$ cat config.mk
export PLATFORM = sky130hd
export DESIGN_NAME = framed_packet_receiver_top_flat
export DESIGN_NICKNAME = d
export VERILOG_FILES = /design/src/rtl/fpr_pkg.sv /design/src/rtl/fpr_channels.sv /design/src/rtl/framed_packet_receiver_top.sv /design/src/rtl/fpr_front.sv /design/src/rtl/fpr_job_fifo.sv /design/src/rtl/fpr_back.sv /design/src/flat_wrapper.sv
export SDC_FILE = /design/constraint.sdc
export NUM_CORES = 2
export LEC_CHECK = 0
export BUFFER_PORTS_ARGS = -buffer_cell sky130_fd_sc_hd__buf_4
export CAP_MARGIN = 10
export CORE_UTILIZATION = 50
export DETAILED_ROUTE_END_ITERATION = 12
export PLACE_DENSITY = 0.7
export SYNTH_ARGS = -nofsm -noshare
export SYNTH_HDL_FRONTEND = slang
export SYNTH_SLANG_ARGS = --single-unit
$ cat constraint.sdc
create_clock -name clk -period 7.1 [get_ports clk]
set_clock_uncertainty 0.05 [all_clocks]
set_input_delay 2.13 -clock clk [delete_from_list [all_inputs] [get_ports clk]]
set_output_delay 2.13 -clock clk [all_outputs]
set_load 0.02 [all_outputs]
$ cat src/rtl/fpr_pkg.sv
// Shared types, constants and the CRC step function for the framed packet receiver.
package fpr_pkg;

  localparam int unsigned MAX_PAYLOAD = 64;
  localparam int unsigned PAY_AW      = $clog2(MAX_PAYLOAD);
  localparam int unsigned MEM_AW      = PAY_AW + 1;
  localparam int unsigned FC_W        = 7;
  localparam int unsigned CFG_IDX_W   = 3;
  localparam int unsigned CFG_DATA_W  = 16;
  localparam int unsigned STATUS_W    = 3;

  localparam logic [15:0]     CRC_INIT  = 16'hFFFF;
  localparam logic [15:0]     CRC_POLY  = 16'hA001;
  localparam logic [FC_W-1:0] HDR_LAST  = FC_W'(3);
  localparam logic [FC_W-1:0] PAY_LIMIT = FC_W'(MAX_PAYLOAD);

  localparam logic [CFG_IDX_W-1:0] CFG_SOF_ONE  = 3'd0;
  localparam logic [CFG_IDX_W-1:0] CFG_SOF_TWO  = 3'd1;
  localparam logic [CFG_IDX_W-1:0] CFG_VERSION  = 3'd2;
  localparam logic [CFG_IDX_W-1:0] CFG_MAX_LEN  = 3'd3;
  localparam logic [CFG_IDX_W-1:0] CFG_TIMEOUT  = 3'd4;

  localparam logic [7:0]      SOF_ONE_RST  = 8'hA5;
  localparam logic [7:0]      SOF_TWO_RST  = 8'h5A;
  localparam logic [7:0]      VERSION_RST  = 8'h01;
  localparam logic [FC_W-1:0] MAX_LEN_RST  = 7'd64;
  localparam logic [15:0]     TIMEOUT_RST  = 16'd100;

  typedef enum logic [2:0] {
    PH_SOF1,
    PH_SOF2,
    PH_HDR,
    PH_PAY,
    PH_CRCL,
    PH_CRCH
  } fpr_phase_t;

  typedef enum logic [1:0] {
    BS_IDLE,
    BS_READ,
    BS_EMIT
  } fpr_bstate_t;

  typedef enum logic [STATUS_W-1:0] {
    ST_OK      = 3'd0,
    ST_LEN     = 3'd1,
    ST_CRC     = 3'd2,
    ST_VER     = 3'd3,
    ST_TIMEOUT = 3'd4
  } fpr_status_t;

  typedef struct packed {
    fpr_status_t status;
    logic [7:0]  frame_type;
    logic [7:0]  frame_seq;
    logic [7:0]  frame_len;
    logic [15:0] detail;
    logic        has_payload;
    logic        bank;
  } job_t;

  typedef struct packed {
    logic full;
    logic empty;
  } fifo_stat_t;

  typedef struct packed {
    logic              en;
    logic [MEM_AW-1:0] addr;
    logic [7:0]        data;
  } pay_wr_t;

  typedef struct packed {
    logic en;
    logic bank;
  } bank_rel_t;

  function automatic logic [15:0] crc_feed(input logic [15:0] crc, input logic [7:0] b);
    logic [15:0] c;
    c = crc ^ {8'h00, b};
    for (int i = 0; i < 8; i++) begin
      c = c[0] ? ((c >> 1) ^ CRC_POLY) : (c >> 1);
    end
    return c;
  endfunction

endpackage

$ cat src/rtl/fpr_channels.sv
// Handshake channel interfaces for received items and result transactions.
interface fpr_in_if;
  logic       valid;
  logic       ready;
  logic       mode;
  logic [7:0] data_byte;

  modport source (output valid, output mode, output data_byte, input ready);
  modport sink   (input valid, input mode, input data_byte, output ready);
endinterface

interface fpr_out_if;
  logic                         valid;
  logic                         ready;
  logic [fpr_pkg::STATUS_W-1:0] status;
  logic [7:0]                   frame_type;
  logic [7:0]                   frame_seq;
  logic [7:0]                   frame_len;
  logic [15:0]                  detail;
  logic [7:0]                   payload_byte;
  logic [fpr_pkg::PAY_AW-1:0]   byte_index;
  logic                         has_payload;
  logic                         last;

  modport source (output valid, output status, output frame_type, output frame_seq,
                  output frame_len, output detail, output payload_byte,
                  output byte_index, output has_payload, output last, input ready);
  modport sink   (input valid, input status, input frame_type, input frame_seq,
                  input frame_len, input detail, input payload_byte,
                  input byte_index, input has_payload, input last, output ready);
endinterface

$ cat src/rtl/framed_packet_receiver_top.sv
// Framed packet receiver: start-byte hunt, header, payload, CRC-16 check and results.
//
// in_ch takes one transaction per item: a received byte (mode 0) or a time tick
// (mode 1). out_ch gives result transactions: one per payload byte of a good
// frame, or one status transaction, with last marking the final one.
// cfg_we/cfg_index/cfg_data write the five registers; write only while idle.
// in_ch takes one item per cycle while in_ch.ready is high. The parser queues a
// job at the end of a frame or on an error; the emitter takes it from the queue,
// and each payload result waits for the registered read of the payload buffer
// before it is offered. Two payload banks and a two-entry job queue let the
// parser take the next frame while results drain; in_ch.ready drops only when
// both banks still await readout or the queue is full.
// Reset (rst_n low, synchronous) restores register defaults, returns the parser
// to the start-byte hunt and empties the queue; no clearing pass is needed.
// A stalled out_ch holds its transaction steady; the parser keeps running until
// the queue or the banks fill.
module framed_packet_receiver_top (
  input  logic                               clk,
  input  logic                               rst_n,
  fpr_in_if.sink                             in_ch,
  fpr_out_if.source                          out_ch,
  input  logic                               cfg_we,
  input  logic [fpr_pkg::CFG_IDX_W-1:0]      cfg_index,
  input  logic [fpr_pkg::CFG_DATA_W-1:0]     cfg_data
);
  import fpr_pkg::*;

  job_t       push_job;
  job_t       head;
  logic       job_push;
  logic       job_pop;
  fifo_stat_t fifo_stat;
  pay_wr_t    pay_wr;
  bank_rel_t  bank_rel;

  fpr_front u_front (
    .clk       (clk),
    .rst_n     (rst_n),
    .in_ch     (in_ch),
    .cfg_we    (cfg_we),
    .cfg_index (cfg_index),
    .cfg_data  (cfg_data),
    .job       (push_job),
    .job_push  (job_push),
    .fifo_stat (fifo_stat),
    .pay_wr    (pay_wr),
    .bank_rel  (bank_rel)
  );

  fpr_job_fifo u_fifo (
    .clk      (clk),
    .rst_n    (rst_n),
    .push     (job_push),
    .push_job (push_job),
    .pop      (job_pop),
    .head     (head),
    .stat     (fifo_stat)
  );

  fpr_back u_back (
    .clk       (clk),
    .rst_n     (rst_n),
    .head      (head),
    .fifo_stat (fifo_stat),
    .pop       (job_pop),
    .bank_rel  (bank_rel),
    .pay_wr    (pay_wr),
    .out_ch    (out_ch)
  );

`ifndef SYNTHESIS
  a_no_push_full: assert property (@(posedge clk) disable iff (!rst_n)
    !(job_push && fifo_stat.full))
    else $error("job pushed into full queue");

  a_no_pop_empty: assert property (@(posedge clk) disable iff (!rst_n)
    !(job_pop && fifo_stat.empty))
    else $error("job popped from empty queue");

  a_bank_apart: assert property (@(posedge clk) disable iff (!rst_n)
    (pay_wr.en && bank_rel.en) |-> (pay_wr.addr[MEM_AW-1] != bank_rel.bank))
    else $error("payload write into bank under readout");

  a_write_on_accept: assert property (@(posedge clk) disable iff (!rst_n)
    pay_wr.en |-> (in_ch.valid && in_ch.ready && !in_ch.mode))
    else $error("payload write without an accepted byte");
`endif

endmodule

$ cat src/rtl/fpr_front.sv
// Frame parser: hunts start bytes, reads header and payload, checks CRC, queues jobs.
module fpr_front (
  input  logic                                clk,
  input  logic                                rst_n,
  fpr_in_if.sink                              in_ch,
  input  logic                                cfg_we,
  input  logic [fpr_pkg::CFG_IDX_W-1:0]       cfg_index,
  input  logic [fpr_pkg::CFG_DATA_W-1:0]      cfg_data,
  output fpr_pkg::job_t                       job,
  output logic                                job_push,
  input  fpr_pkg::fifo_stat_t                 fifo_stat,
  output fpr_pkg::pay_wr_t                    pay_wr,
  input  fpr_pkg::bank_rel_t                  bank_rel
);
  import fpr_pkg::*;

  fpr_phase_t      phase_r, phase_nxt;
  logic [7:0]      hdr_version_r, hdr_version_nxt;
  logic [7:0]      hdr_type_r, hdr_type_nxt;
  logic [7:0]      hdr_seq_r, hdr_seq_nxt;
  logic [7:0]      hdr_len_r, hdr_len_nxt;
  logic [FC_W-1:0] field_count_r, field_count_nxt;
  logic [7:0]      crc_low_r, crc_low_nxt;
  logic [15:0]     crc_r, crc_nxt;
  logic [15:0]     idle_r, idle_nxt;
  logic            wr_bank_r, wr_bank_nxt;
  logic [1:0]      busy_r, busy_nxt;

  logic [7:0]      sof_one_r, sof_two_r, version_r;
  logic [FC_W-1:0] max_len_r;
  logic [15:0]     timeout_r;

  logic            accept;
  logic [7:0]      b;
  logic [15:0]     idle_inc;
  logic            timeout_hit;
  logic [15:0]     crc_upd;
  logic [FC_W-1:0] limit;
  logic            len_bad;
  logic [15:0]     rx_crc;
  logic [FC_W-1:0] fc_inc;
  logic            restart;

  assign in_ch.ready = !fifo_stat.full && !busy_r[wr_bank_r];
  assign accept      = in_ch.valid && in_ch.ready;
  assign b           = in_ch.data_byte;
  assign idle_inc    = (idle_r == 16'hFFFF) ? idle_r : idle_r + 16'd1;
  assign timeout_hit = idle_inc >= timeout_r;
  assign crc_upd     = crc_feed(crc_r, b);
  assign limit       = (max_len_r < PAY_LIMIT) ? max_len_r : PAY_LIMIT;
  assign len_bad     = b > {1'b0, limit};
  assign rx_crc      = {b, crc_low_r};
  assign fc_inc      = field_count_r + FC_W'(1);

  always_comb begin
    phase_nxt = phase_r;
    if (accept) begin
      if (in_ch.mode) begin
        if (phase_r != PH_SOF1 && timeout_hit) begin
          phase_nxt = PH_SOF1;
        end
      end else begin
        unique case (phase_r)
          PH_SOF1: begin
            if (b == sof_one_r) phase_nxt = PH_SOF2;
          end
          PH_SOF2: begin
            if (b == sof_two_r) phase_nxt = PH_HDR;
            else if (b != sof_one_r) phase_nxt = PH_SOF1;
          end
          PH_HDR: begin
            if (field_count_r == HDR_LAST) begin
              if (len_bad) phase_nxt = PH_SOF1;
              else if (b == 8'd0) phase_nxt = PH_CRCL;
              else phase_nxt = PH_PAY;
            end
          end
          PH_PAY: begin
            if ({1'b0, fc_inc} >= hdr_len_r) phase_nxt = PH_CRCL;
          end
          PH_CRCL: phase_nxt = PH_CRCH;
          PH_CRCH: phase_nxt = PH_SOF1;
          default: phase_nxt = PH_SOF1;
        endcase
      end
    end
  end

  always_comb begin
    hdr_version_nxt = hdr_version_r;
    hdr_type_nxt    = hdr_type_r;
    hdr_seq_nxt     = hdr_seq_r;
    hdr_len_nxt     = hdr_len_r;
    field_count_nxt = field_count_r;
    crc_low_nxt     = crc_low_r;
    crc_nxt         = crc_r;
    idle_nxt        = idle_r;
    wr_bank_nxt     = wr_bank_r;
    busy_nxt        = busy_r;
    restart         = 1'b0;
    job_push        = 1'b0;
    pay_wr          = '0;
    job             = '0;
    job.status      = ST_OK;
    job.frame_type  = hdr_type_r;
    job.frame_seq   = hdr_seq_r;
    job.frame_len   = hdr_len_r;

    if (bank_rel.en) busy_nxt[bank_rel.bank] = 1'b0;

    if (accept) begin
      if (in_ch.mode) begin
        if (phase_r != PH_SOF1) begin
          idle_nxt = idle_inc;
          if (timeout_hit) begin
            job_push   = 1'b1;
            job.status = ST_TIMEOUT;
            restart    = 1'b1;
          end
        end
      end else begin
        idle_nxt = 16'd0;
        unique case (phase_r)
          PH_SOF1: begin
            if (b == sof_one_r) begin
              hdr_version_nxt = 8'd0;
              hdr_type_nxt    = 8'd0;
              hdr_seq_nxt     = 8'd0;
              hdr_len_nxt     = 8'd0;
              field_count_nxt = '0;
            end
          end
          PH_SOF2: begin
            if (b == sof_two_r) begin
              hdr_version_nxt = 8'd0;
              hdr_type_nxt    = 8'd0;
              hdr_seq_nxt     = 8'd0;
              hdr_len_nxt     = 8'd0;
              field_count_nxt = '0;
              crc_nxt         = CRC_INIT;
            end else if (b != sof_one_r) begin
              restart = 1'b1;
            end
          end
          PH_HDR: begin
            crc_nxt         = crc_upd;
            field_count_nxt = fc_inc;
            case (field_count_r[1:0])
              2'd0:    hdr_version_nxt = b;
              2'd1:    hdr_type_nxt    = b;
              2'd2:    hdr_seq_nxt     = b;
              default: hdr_len_nxt     = b;
            endcase
            if (field_count_r == HDR_LAST) begin
              field_count_nxt = '0;
              if (len_bad) begin
                job_push      = 1'b1;
                job.status    = ST_LEN;
                job.frame_len = b;
                job.detail    = {8'd0, b};
                restart       = 1'b1;
              end
            end
          end
          PH_PAY: begin
            crc_nxt         = crc_upd;
            field_count_nxt = fc_inc;
            pay_wr.en       = 1'b1;
            pay_wr.addr     = {wr_bank_r, field_count_r[PAY_AW-1:0]};
            pay_wr.data     = b;
          end
          PH_CRCL: crc_low_nxt = b;
          PH_CRCH: begin
            job_push = 1'b1;
            restart  = 1'b1;
            if (rx_crc != crc_r) begin
              job.status = ST_CRC;
              job.detail = rx_crc;
            end else if (hdr_version_r != version_r) begin
              job.status = ST_VER;
              job.detail = {8'd0, hdr_version_r};
            end else if (hdr_len_r != 8'd0) begin
              job.has_payload      = 1'b1;
              job.bank             = wr_bank_r;
              wr_bank_nxt          = !wr_bank_r;
              busy_nxt[wr_bank_r]  = 1'b1;
            end
          end
          default: restart = 1'b1;
        endcase
      end
    end

    if (restart) begin
      hdr_version_nxt = 8'd0;
      hdr_type_nxt    = 8'd0;
      hdr_seq_nxt     = 8'd0;
      hdr_len_nxt     = 8'd0;
      field_count_nxt = '0;
      crc_low_nxt     = 8'd0;
      crc_nxt         = CRC_INIT;
      idle_nxt        = 16'd0;
    end
  end

  always_ff @(posedge clk) begin
    if (!rst_n) begin
      phase_r       <= PH_SOF1;
      hdr_version_r <= 8'd0;
      hdr_type_r    <= 8'd0;
      hdr_seq_r     <= 8'd0;
      hdr_len_r     <= 8'd0;
      field_count_r <= '0;
      crc_low_r     <= 8'd0;
      crc_r         <= CRC_INIT;
      idle_r        <= 16'd0;
      wr_bank_r     <= 1'b0;
      busy_r        <= 2'b00;
    end else begin
      phase_r       <= phase_nxt;
      hdr_version_r <= hdr_version_nxt;
      hdr_type_r    <= hdr_type_nxt;
      hdr_seq_r     <= hdr_seq_nxt;
      hdr_len_r     <= hdr_len_nxt;
      field_count_r <= field_count_nxt;
      crc_low_r     <= crc_low_nxt;
      crc_r         <= crc_nxt;
      idle_r        <= idle_nxt;
      wr_bank_r     <= wr_bank_nxt;
      busy_r        <= busy_nxt;
    end
  end

  always_ff @(posedge clk) begin
    if (!rst_n) begin
      sof_one_r <= SOF_ONE_RST;
      sof_two_r <= SOF_TWO_RST;
      version_r <= VERSION_RST;
      max_len_r <= MAX_LEN_RST;
      timeout_r <= TIMEOUT_RST;
    end else if (cfg_we) begin
      unique case (cfg_index)
        CFG_SOF_ONE: sof_one_r <= cfg_data[7:0];
        CFG_SOF_TWO: sof_two_r <= cfg_data[7:0];
        CFG_VERSION: version_r <= cfg_data[7:0];
        CFG_MAX_LEN: max_len_r <= cfg_data[FC_W-1:0];
        CFG_TIMEOUT: timeout_r <= cfg_data;
        default: ;
      endcase
    end
  end

endmodule

$ cat src/rtl/fpr_job_fifo.sv
// Two-entry job queue between the parser and the result emitter.
module fpr_job_fifo (
  input  logic                clk,
  input  logic                rst_n,
  input  logic                push,
  input  fpr_pkg::job_t       push_job,
  input  logic                pop,
  output fpr_pkg::job_t       head,
  output fpr_pkg::fifo_stat_t stat
);
  import fpr_pkg::*;

  job_t       q_r [2];
  logic       wr_ptr_r, wr_ptr_nxt;
  logic       rd_ptr_r, rd_ptr_nxt;
  logic [1:0] cnt_r, cnt_nxt;

  assign head       = q_r[rd_ptr_r];
  assign stat.full  = cnt_r == 2'd2;
  assign stat.empty = cnt_r == 2'd0;

  always_comb begin
    wr_ptr_nxt = push ? !wr_ptr_r : wr_ptr_r;
    rd_ptr_nxt = pop ? !rd_ptr_r : rd_ptr_r;
    cnt_nxt    = cnt_r + {1'b0, push} - {1'b0, pop};
  end

  always_ff @(posedge clk) begin
    if (!rst_n) begin
      wr_ptr_r <= 1'b0;
      rd_ptr_r <= 1'b0;
      cnt_r    <= 2'd0;
    end else begin
      wr_ptr_r <= wr_ptr_nxt;
      rd_ptr_r <= rd_ptr_nxt;
      cnt_r    <= cnt_nxt;
    end
  end

  always_ff @(posedge clk) begin
    if (push) q_r[wr_ptr_r] <= push_job;
  end

endmodule

$ cat src/rtl/fpr_back.sv
// Result emitter: holds the two payload banks and sends one transaction per result.
module fpr_back (
  input  logic                clk,
  input  logic                rst_n,
  input  fpr_pkg::job_t       head,
  input  fpr_pkg::fifo_stat_t fifo_stat,
  output logic                pop,
  output fpr_pkg::bank_rel_t  bank_rel,
  input  fpr_pkg::pay_wr_t    pay_wr,
  fpr_out_if.source           out_ch
);
  import fpr_pkg::*;

  fpr_bstate_t       state_r, state_nxt;
  logic [PAY_AW-1:0] idx_r, idx_nxt;
  logic [7:0]        rd_data_r;
  logic [7:0]        mem [2**MEM_AW];
  logic              last_item;
  logic              done;

  assign last_item = (8'(idx_r) + 8'd1) == head.frame_len;
  assign done      = !head.has_payload || last_item;

  always_comb begin
    state_nxt = state_r;
    unique case (state_r)
      BS_IDLE: begin
        if (!fifo_stat.empty) state_nxt = head.has_payload ? BS_READ : BS_EMIT;
      end
      BS_READ: state_nxt = BS_EMIT;
      BS_EMIT: begin
        if (out_ch.ready) state_nxt = done ? BS_IDLE : BS_READ;
      end
      default: state_nxt = BS_IDLE;
    endcase
  end

  always_comb begin
    out_ch.valid        = state_r == BS_EMIT;
    out_ch.status       = head.status;
    out_ch.frame_type   = head.frame_type;
    out_ch.frame_seq    = head.frame_seq;
    out_ch.frame_len    = head.frame_len;
    out_ch.detail       = head.detail;
    out_ch.payload_byte = head.has_payload ? rd_data_r : 8'd0;
    out_ch.byte_index   = head.has_payload ? idx_r : '0;
    out_ch.has_payload  = head.has_payload;
    out_ch.last         = done;
    pop                 = out_ch.valid && out_ch.ready && done;
    bank_rel.en         = pop && head.has_payload;
    bank_rel.bank       = head.bank;
    idx_nxt             = idx_r;
    if (out_ch.valid && out_ch.ready) idx_nxt = done ? '0 : idx_r + PAY_AW'(1);
  end

  always_ff @(posedge clk) begin
    if (!rst_n) begin
      state_r <= BS_IDLE;
      idx_r   <= '0;
    end else begin
      state_r <= state_nxt;
      idx_r   <= idx_nxt;
    end
  end

  always_ff @(posedge clk) begin
    if (pay_wr.en) mem[pay_wr.addr] <= pay_wr.data;
  end

  always_ff @(posedge clk) begin
    if (state_r == BS_READ) rd_data_r <= mem[{head.bank, idx_r}];
  end

endmodule

$ cat src/flat_wrapper.sv
// flat-port wrapper written by rule: the top's interface ports become plain ports
module framed_packet_receiver_top_flat import fpr_pkg::*;
  (clk, rst_n, cfg_we, cfg_index, cfg_data, in_ch_valid, in_ch_mode, in_ch_data_byte, in_ch_ready, out_ch_valid, out_ch_status, out_ch_frame_type, out_ch_frame_seq, out_ch_frame_len, out_ch_detail, out_ch_payload_byte, out_ch_byte_index, out_ch_has_payload, out_ch_last, out_ch_ready);
  fpr_in_if in_ch_i ();
  fpr_out_if out_ch_i ();
  input  logic clk;
  input  logic rst_n;
  input  logic cfg_we;
  input  logic [fpr_pkg::CFG_IDX_W-1:0] cfg_index;
  input  logic [fpr_pkg::CFG_DATA_W-1:0] cfg_data;
  input wire logic [$bits(in_ch_i.valid)-1:0] in_ch_valid;
  input wire logic [$bits(in_ch_i.mode)-1:0] in_ch_mode;
  input wire logic [$bits(in_ch_i.data_byte)-1:0] in_ch_data_byte;
  output wire logic [$bits(in_ch_i.ready)-1:0] in_ch_ready;
  output wire logic [$bits(out_ch_i.valid)-1:0] out_ch_valid;
  output wire logic [$bits(out_ch_i.status)-1:0] out_ch_status;
  output wire logic [$bits(out_ch_i.frame_type)-1:0] out_ch_frame_type;
  output wire logic [$bits(out_ch_i.frame_seq)-1:0] out_ch_frame_seq;
  output wire logic [$bits(out_ch_i.frame_len)-1:0] out_ch_frame_len;
  output wire logic [$bits(out_ch_i.detail)-1:0] out_ch_detail;
  output wire logic [$bits(out_ch_i.payload_byte)-1:0] out_ch_payload_byte;
  output wire logic [$bits(out_ch_i.byte_index)-1:0] out_ch_byte_index;
  output wire logic [$bits(out_ch_i.has_payload)-1:0] out_ch_has_payload;
  output wire logic [$bits(out_ch_i.last)-1:0] out_ch_last;
  input wire logic [$bits(out_ch_i.ready)-1:0] out_ch_ready;
  assign in_ch_i.valid = in_ch_valid;
  assign in_ch_i.mode = in_ch_mode;
  assign in_ch_i.data_byte = in_ch_data_byte;
  assign in_ch_ready = in_ch_i.ready;
  assign out_ch_valid = out_ch_i.valid;
  assign out_ch_status = out_ch_i.status;
  assign out_ch_frame_type = out_ch_i.frame_type;
  assign out_ch_frame_seq = out_ch_i.frame_seq;
  assign out_ch_frame_len = out_ch_i.frame_len;
  assign out_ch_detail = out_ch_i.detail;
  assign out_ch_payload_byte = out_ch_i.payload_byte;
  assign out_ch_byte_index = out_ch_i.byte_index;
  assign out_ch_has_payload = out_ch_i.has_payload;
  assign out_ch_last = out_ch_i.last;
  assign out_ch_i.ready = out_ch_ready;
  framed_packet_receiver_top u_core (.clk(clk), .rst_n(rst_n), .in_ch(in_ch_i), .out_ch(out_ch_i), .cfg_we(cfg_we), .cfg_index(cfg_index), .cfg_data(cfg_data));
endmodule
# Word-level counts from Yosys, hierarchy flattened
# Memory sizes are Yosys's and may differ from the RTL's. A register that Yosys moved wholly into a read port is not among the register bits.
# Cells that the tools add are included.
[word_totals] in_bits=33 mem_bits_ro=0 regBits=144 ramBits=1114 out_inout_bits=61 latch_bits=0 word_cells=236 memories=2
[classes] mul=0 n_lt_le_gt_ge=8 n_bitwise=16 eq_ne=36 muxes=101 div=0 n_reduce_logical=46 n_shift=0 add_sub_neg=6
[mem_list] memory="u_core.u_back.mem" words=128 width=8 read_ports=1 rd_clocked_by_memory_dff=1 wr=1 line_no="fpr_back.sv:17" rtl="logic [7:0] mem [2**MEM_AW];"
[mem_list] memory="u_core.u_fifo.q_r" words=2 width=45 read_ports=1 rd_clocked_by_memory_dff=1 wr=1 line_no="fpr_job_fifo.sv:13" rtl="job_t q_r [2];"
[ops] operator="16-bit two-way mux" n=16
[ops] operator="8-bit one-hot mux with 3 select lines" n=4
[ops] operator="8-bit two-way mux" n=9
[ops] operator="16-bit one-hot mux with 2 select lines" n=2
[ops] operator="26-bit two-way mux" n=2
[ops] operator="24-bit two-way mux" n=2
[ops] operator="3-bit two-way mux" n=13
[ops] operator="6-bit AND reduction" n=6
[ops] operator="2-bit two-way mux" n=16
[ops] operator="7-bit two-way mux" n=4
[ops] operator="7-bit one-hot mux with 4 select lines" n=1
[ops] operator="8-bit equality test" n=3
[ops] operator="2-bit NOT with 3-bit output" n=8
[ops] operator="1-bit two-way mux" n=23
[ops] operator="16-bit by 1-bit adder with 16-bit output (second input constant)" n=1
[ops] operator="16-bit equality test (second input constant)" n=1
[ops] operator="16-bit >= comparator" n=1
[ops] operator="16-bit inequality test" n=1
[ops] operator="8-bit inequality test" n=2
[ops] operator="16-bit by 8-bit XOR with 16-bit output" n=1
[ops] operator="3-bit one-hot mux with 5 select lines" n=1
[ops] operator="2-bit AND reduction" n=7
[ops] operator="3-bit by 2-bit equality test with 1-bit output (second input constant)" n=4
[ops] operator="6-bit two-way mux" n=2
[ops] operator="43 further kinds" n=83

# Longest topological paths before layout
[depth] word_depth=18 ltp_mapped=19 mapped_depth_nobuf=17

# Modules after synthesis
# A second synthesis with hierarchy kept.
[unflattened] hier_cells=3215 area_unflattened_um2=52623.0
[by_module_without_submodules] mod="fpr_back" area_each_um2=41124.4 n_inst=1 cells_each=2105
[by_module_without_submodules] mod="fpr_front" area_each_um2=7822.5 n_inst=1 cells_each=949
[by_module_without_submodules] mod="fpr_job_fifo" area_each_um2=3676.0 n_inst=1 cells_each=161

# Worst setup path before layout
# No wires, ideal clock.
[synth_path] path_kind="input port to flip-flop" from="in in_ch_mode" to="mem u_core.u_back.mem[0][0] (data pin)" cell_stages=4 arrival_ns=5.593 path_slack_ns=0.659 cell_sequence="buf_2 > nor2_1 > nand2_1 > nor2_1"
[synth_lines] item="start: declaration" line_no="flat_wrapper.sv:12" rtl="input wire logic [$bits(in_ch_i.mode)-1:0] in_ch_mode;"
[synth_lines] item="end: declaration" line_no="fpr_back.sv:17"

==> results.txt <==
The register bit count reported by yosys is 1,267. The clock reaches the later pin of the worst-skew pair after 710 ps. The total leakage power came out at between 0.015 and 0.02 uW.

The cell taking the most area after synthesis is sky130_fd_sc_hd__edfxtp_1. The power share of the combinational group came out at 0.017. In the synthesized netlist, the number of instances is 2,805.

The top cell type's share of synthesized area is 0.658. The number of unique standard cell types used by synthesis came out at 68. The final count of pins violating max slew came out at 0. The number of instances on the worst hold path came out at 1.

The deepest clock path buffer count is 3. The via count of the first global-routing pass came out at between 20,000 and 30,000. The arrival time reported for the critical path endpoint is approximately 3700 ps. The switching power share of the total came out at 0.197. Setup repair after global routing left no endpoint under its margin. The count of nets left with antenna violations after detail routing came out at 0. The floorplan die height is between 300 and 400 um.

The count of warnings emitted by yosys is 0. The worst setup path is captured at an output port. The global-route track usage on met1 is 0.332. The worst reg2reg path startpoint is u_core.u_front.idle_r[3]$_SDFFE_PP0P_. The net switching power came out at ~2900 uW. The start-to-end type of the worst setup path is reg2out.

After global routing the overflow that remains totals 0. The via total after detailed routing came out at about 27,000. The TritonCTS buffer count is 120.

The buffer count from post-CTS setup fixing is 0. The tool flagged a number of max-cap violations equal to 0. The floorplan has 116 rows. The worst reg-to-reg setup slack is approximately 2100 ps. The number of levels the H-tree was split into came out at 3. The global routing stage identified its most utilized layer as met2. The path class of the tightest hold or removal check is reg2reg. The number of detailed-route iterations in the first pass is 8.

The total length of routed wires came out at 121,000 um. The wire length per cell came out at 27.6 um. The final-report hold violation count is 0.

In this run the critical register-to-register path is captured at u_core.u_fifo.q_r[0][7]$_DFFE_PP_. The detailed router finished its first iteration with around 3,400 violations. The global placer's final weighted congestion is between 0.8 and 0.9. Input and output buffers added on the ports amount to a little over 90. For this run, global-route usage on met3 was measured as 0.0504. In this run the most critical hold path is launched from u_core.u_back.state_r[0]$_SDFFE_PN0P_.

The final core utilization came out at 0.571. Fill cells in the final layout number ~7,400. The mean number of vias per cell is roughly 6.

During I/O placement, the number of pins put on the boundary was 94. The full die area is between 100,000 and 150,000 um^2. Summed over all failing endpoints, the final setup total negative slack is 0 ps. The register share of total power came out at 0.544.

By area the synthesized netlist is led by sky130_fd_sc_hd__edfxtp_1, sky130_fd_sc_hd__mux4_2, sky130_fd_sc_hd__dfxtp_1. The sequential cell area in the final layout came out at 36,600 um^2. The number of hold-repair buffers added at the cts stage came out at 0.

The most instantiated library cell after synthesis is sky130_fd_sc_hd__edfxtp_1. Setup violations remaining at the end of the flow were counted as 0. Of the cells placed in the final design, the portion with a size suffix greater than 1 is 0.247. The total nets after synthesis is 2,876. The clock net sink count is around 1,300.

The commonest cells after synthesis are sky130_fd_sc_hd__edfxtp_1, sky130_fd_sc_hd__mux4_2, sky130_fd_sc_hd__nor2_1. For this run, design rule violations remaining after detail routing come to 0. The placed wire-length estimate came out at between 70,000 and 80,000 um. The starting density of the core came out at 0.508. The met2 global-route usage is 0.373. The area of the multi-input gates is about 14,000 um^2. The worst reg2reg path depth is 12. The final clock period utilization by the worst path came out at 0.824. The floorplan step defined a core boundary enclosing just over 100,000 um^2. The die extent in x came out at approximately 320 um. The cell at the root of the clock tree is sky130_fd_sc_hd__clkbuf_16. The cell area that synthesis handed to floorplanning was 51,200 um^2. The slew at the pin with the worst max-slew slack is ~1200 ps. The data required time at the worst endpoint is just under 5000 ps. The flow ran to the end, and the final reports show no timing, DRC or antenna violations. The post-synthesis async set-or-reset flop share came out at 0. STA classifies the critical path startpoint as a register. The number of enable flip-flop cells after synthesis is approximately 1,100. The final net count came out at 2,985.

The maximum number of pins on one net before global-route repair is about 170. The total routing usage reported by global routing came out at 0.236. TritonCTS built the clock tree. The maximum VDD drop came out at 0.000202 V. The end of the worst hold path is u_core.u_back.state_r[0]$_SDFFE_PN0P_. In this run the worst path has a maximum fanout of 47. After clock tree synthesis, the clock-pin slew on the worst setup and hold paths is roughly 60 ps.

The worst slew margin relative to its limit is 0.218. The post-synthesis area per instance is 18.2 um^2. The first-pass GRT wire length is about 180,000 um. The clock group share of total power is 0.439. The post-cts sizing count is 0. The sequential share of the synthesized area came out at 0.715.

The shortest period the worst path allows is between 5000 and 6000 ps. The power per unit of standard cell area came out at approximately 260 nW/um^2. In the synthesized netlist the dominant register cell turns out to be sky130_fd_sc_hd__edfxtp_1.

The synthesis-to-finish area growth is 12.3%. The initial antenna violation count was 3. The peak clock frequency supported by timing came out at 171 MHz. The design internal power is roughly 12,000 uW.
-- layout by cell type (no fill, tap or decap), types with 7 or more instances in the layout --
master	n
sky130_fd_sc_hd__a21oi_1	76
sky130_fd_sc_hd__a222oi_1	7
sky130_fd_sc_hd__and2_1	18
sky130_fd_sc_hd__and3_1	10
sky130_fd_sc_hd__buf_4	134
sky130_fd_sc_hd__bufinv_16	14
sky130_fd_sc_hd__clkbuf_1	25
sky130_fd_sc_hd__clkbuf_16	121
sky130_fd_sc_hd__clkbuf_8	8
sky130_fd_sc_hd__clkinv_1	16
sky130_fd_sc_hd__clkinv_2	25
sky130_fd_sc_hd__dfxtp_1	140
sky130_fd_sc_hd__edfxtp_1	1122
sky130_fd_sc_hd__ha_1	38
sky130_fd_sc_hd__inv_1	49
sky130_fd_sc_hd__mux2_2	53
sky130_fd_sc_hd__mux2i_1	47
sky130_fd_sc_hd__mux4_2	336
sky130_fd_sc_hd__nand2_1	170
sky130_fd_sc_hd__nand2b_1	12
sky130_fd_sc_hd__nand3_1	37
sky130_fd_sc_hd__nand4_1	14
sky130_fd_sc_hd__nor2_1	231
sky130_fd_sc_hd__nor2b_1	26
sky130_fd_sc_hd__nor3_1	15
sky130_fd_sc_hd__nor4_1	14
sky130_fd_sc_hd__o21ai_0	28
sky130_fd_sc_hd__o22ai_1	16
sky130_fd_sc_hd__or3_1	8
sky130_fd_sc_hd__xnor2_1	53
sky130_fd_sc_hd__xor2_1	39
-- metal layers --
layer	share of wire	up-vias
li1	-	11400
met1	0.40	13900
met2	0.48	1370
met3	0.090	178
met4	0.027	0
met5	0	-
-- cell type report --
type | instances | share of cell area
Sequential cell | 1267 | 0.637
Multi-Input combinational cell | 1338 | 0.241
Clock buffer | 154 | 0.0562
Tap cell | 1357 | 0.0295
Timing Repair Buffer | 137 | 0.0186
Clock inverter | 73 | 0.0141
Inverter | 50 | 0.00327
Antenna cell | 1 | 0.0000435
-- registers in the layout (all words and copies together) (netlist names), 6 cells and up, named ones only --
register / flops
u_core.u_back.idx_r: 6
u_core.u_front.max_len_r: 7
u_core.u_front.idle_r: 16
u_core.u_front.timeout_r: 16
u_core.u_front.crc_r: 16
u_core.u_front.field_count_r: 7
u_core.u_fifo.q_r: 90
u_core.u_front.crc_low_r: 8
u_core.u_back.rd_data_r: 8
u_core.u_front.hdr_type_r: 8
u_core.u_front.hdr_len_r: 8
u_core.u_front.hdr_seq_r: 8
u_core.u_front.sof_one_r: 8
u_core.u_front.hdr_version_r: 8
u_core.u_front.sof_two_r: 8
u_core.u_front.version_r: 8
u_core.u_back.mem: 1024
-- power groups by stage --
stage	Sequential (uW)	Clock (uW)	Combinational [uW]
finish	8020	6480	250
global route	8020	6850	269
CTS	8020	6570	250
floorplan	8170	0	173
global placement	8180	0	245
detailed placement	8180	0	249
-- critical path: stages, from the launching register on --
cell and delay (ps):
sky130_fd_sc_hd__dfxtp_2 1080, sky130_fd_sc_hd__mux2_2 470, sky130_fd_sc_hd__a31o_2 220, sky130_fd_sc_hd__a2111oi_0 340
sky130_fd_sc_hd__nand4_1 320, sky130_fd_sc_hd__nand2_1 310, sky130_fd_sc_hd__buf_4 200
-- cell families (layout without fill, tap and decap cells) --
family                   after synthesis  in the layout  synth area share
multiplexers                         437            437             0.169
other                                  0              1                 0
buffers and inverters                200            414            0.0161
AND/OR/NAND/NOR                      592            592            0.0522
AO/OA/AOI/OAI                        178            178            0.0222
flip-flops                          1267           1267             0.715
adder cells (fa/ha/maj)               38             38           0.00929
XOR/XNOR                              93             93            0.0162
-- per-stage QoR --
step	hold slack, ps	setup slack [ps]	power [uW]	area, um^2	instances
final	403	1250	14800	57500	4377
after detailed placement	393	1180	8430	53400	4149
after floorplan	373	659	8350	51200	2805
after global placement	383	1230	8420	53400	4149
after CTS	401	1200	14800	57500	4376
after global routing	410	856	15100	57500	4377
-- worst max path at each step --
stage	slack, ps	endpoint	cells past startpoint
floorplan	660	u_core.u_back.mem[0][0]$_DFFE_PP_	4
global placement	1230	u_core.u_back.mem[83][1]$_DFFE_PP_	7
detailed placement	1180	u_core.u_back.mem[64][3]$_DFFE_PP_	7
CTS	1200	out_ch_last	6
global route	860	out_ch_last	6
finish	1250	out_ch_last	6
Power figures use the tool's default switching activity.
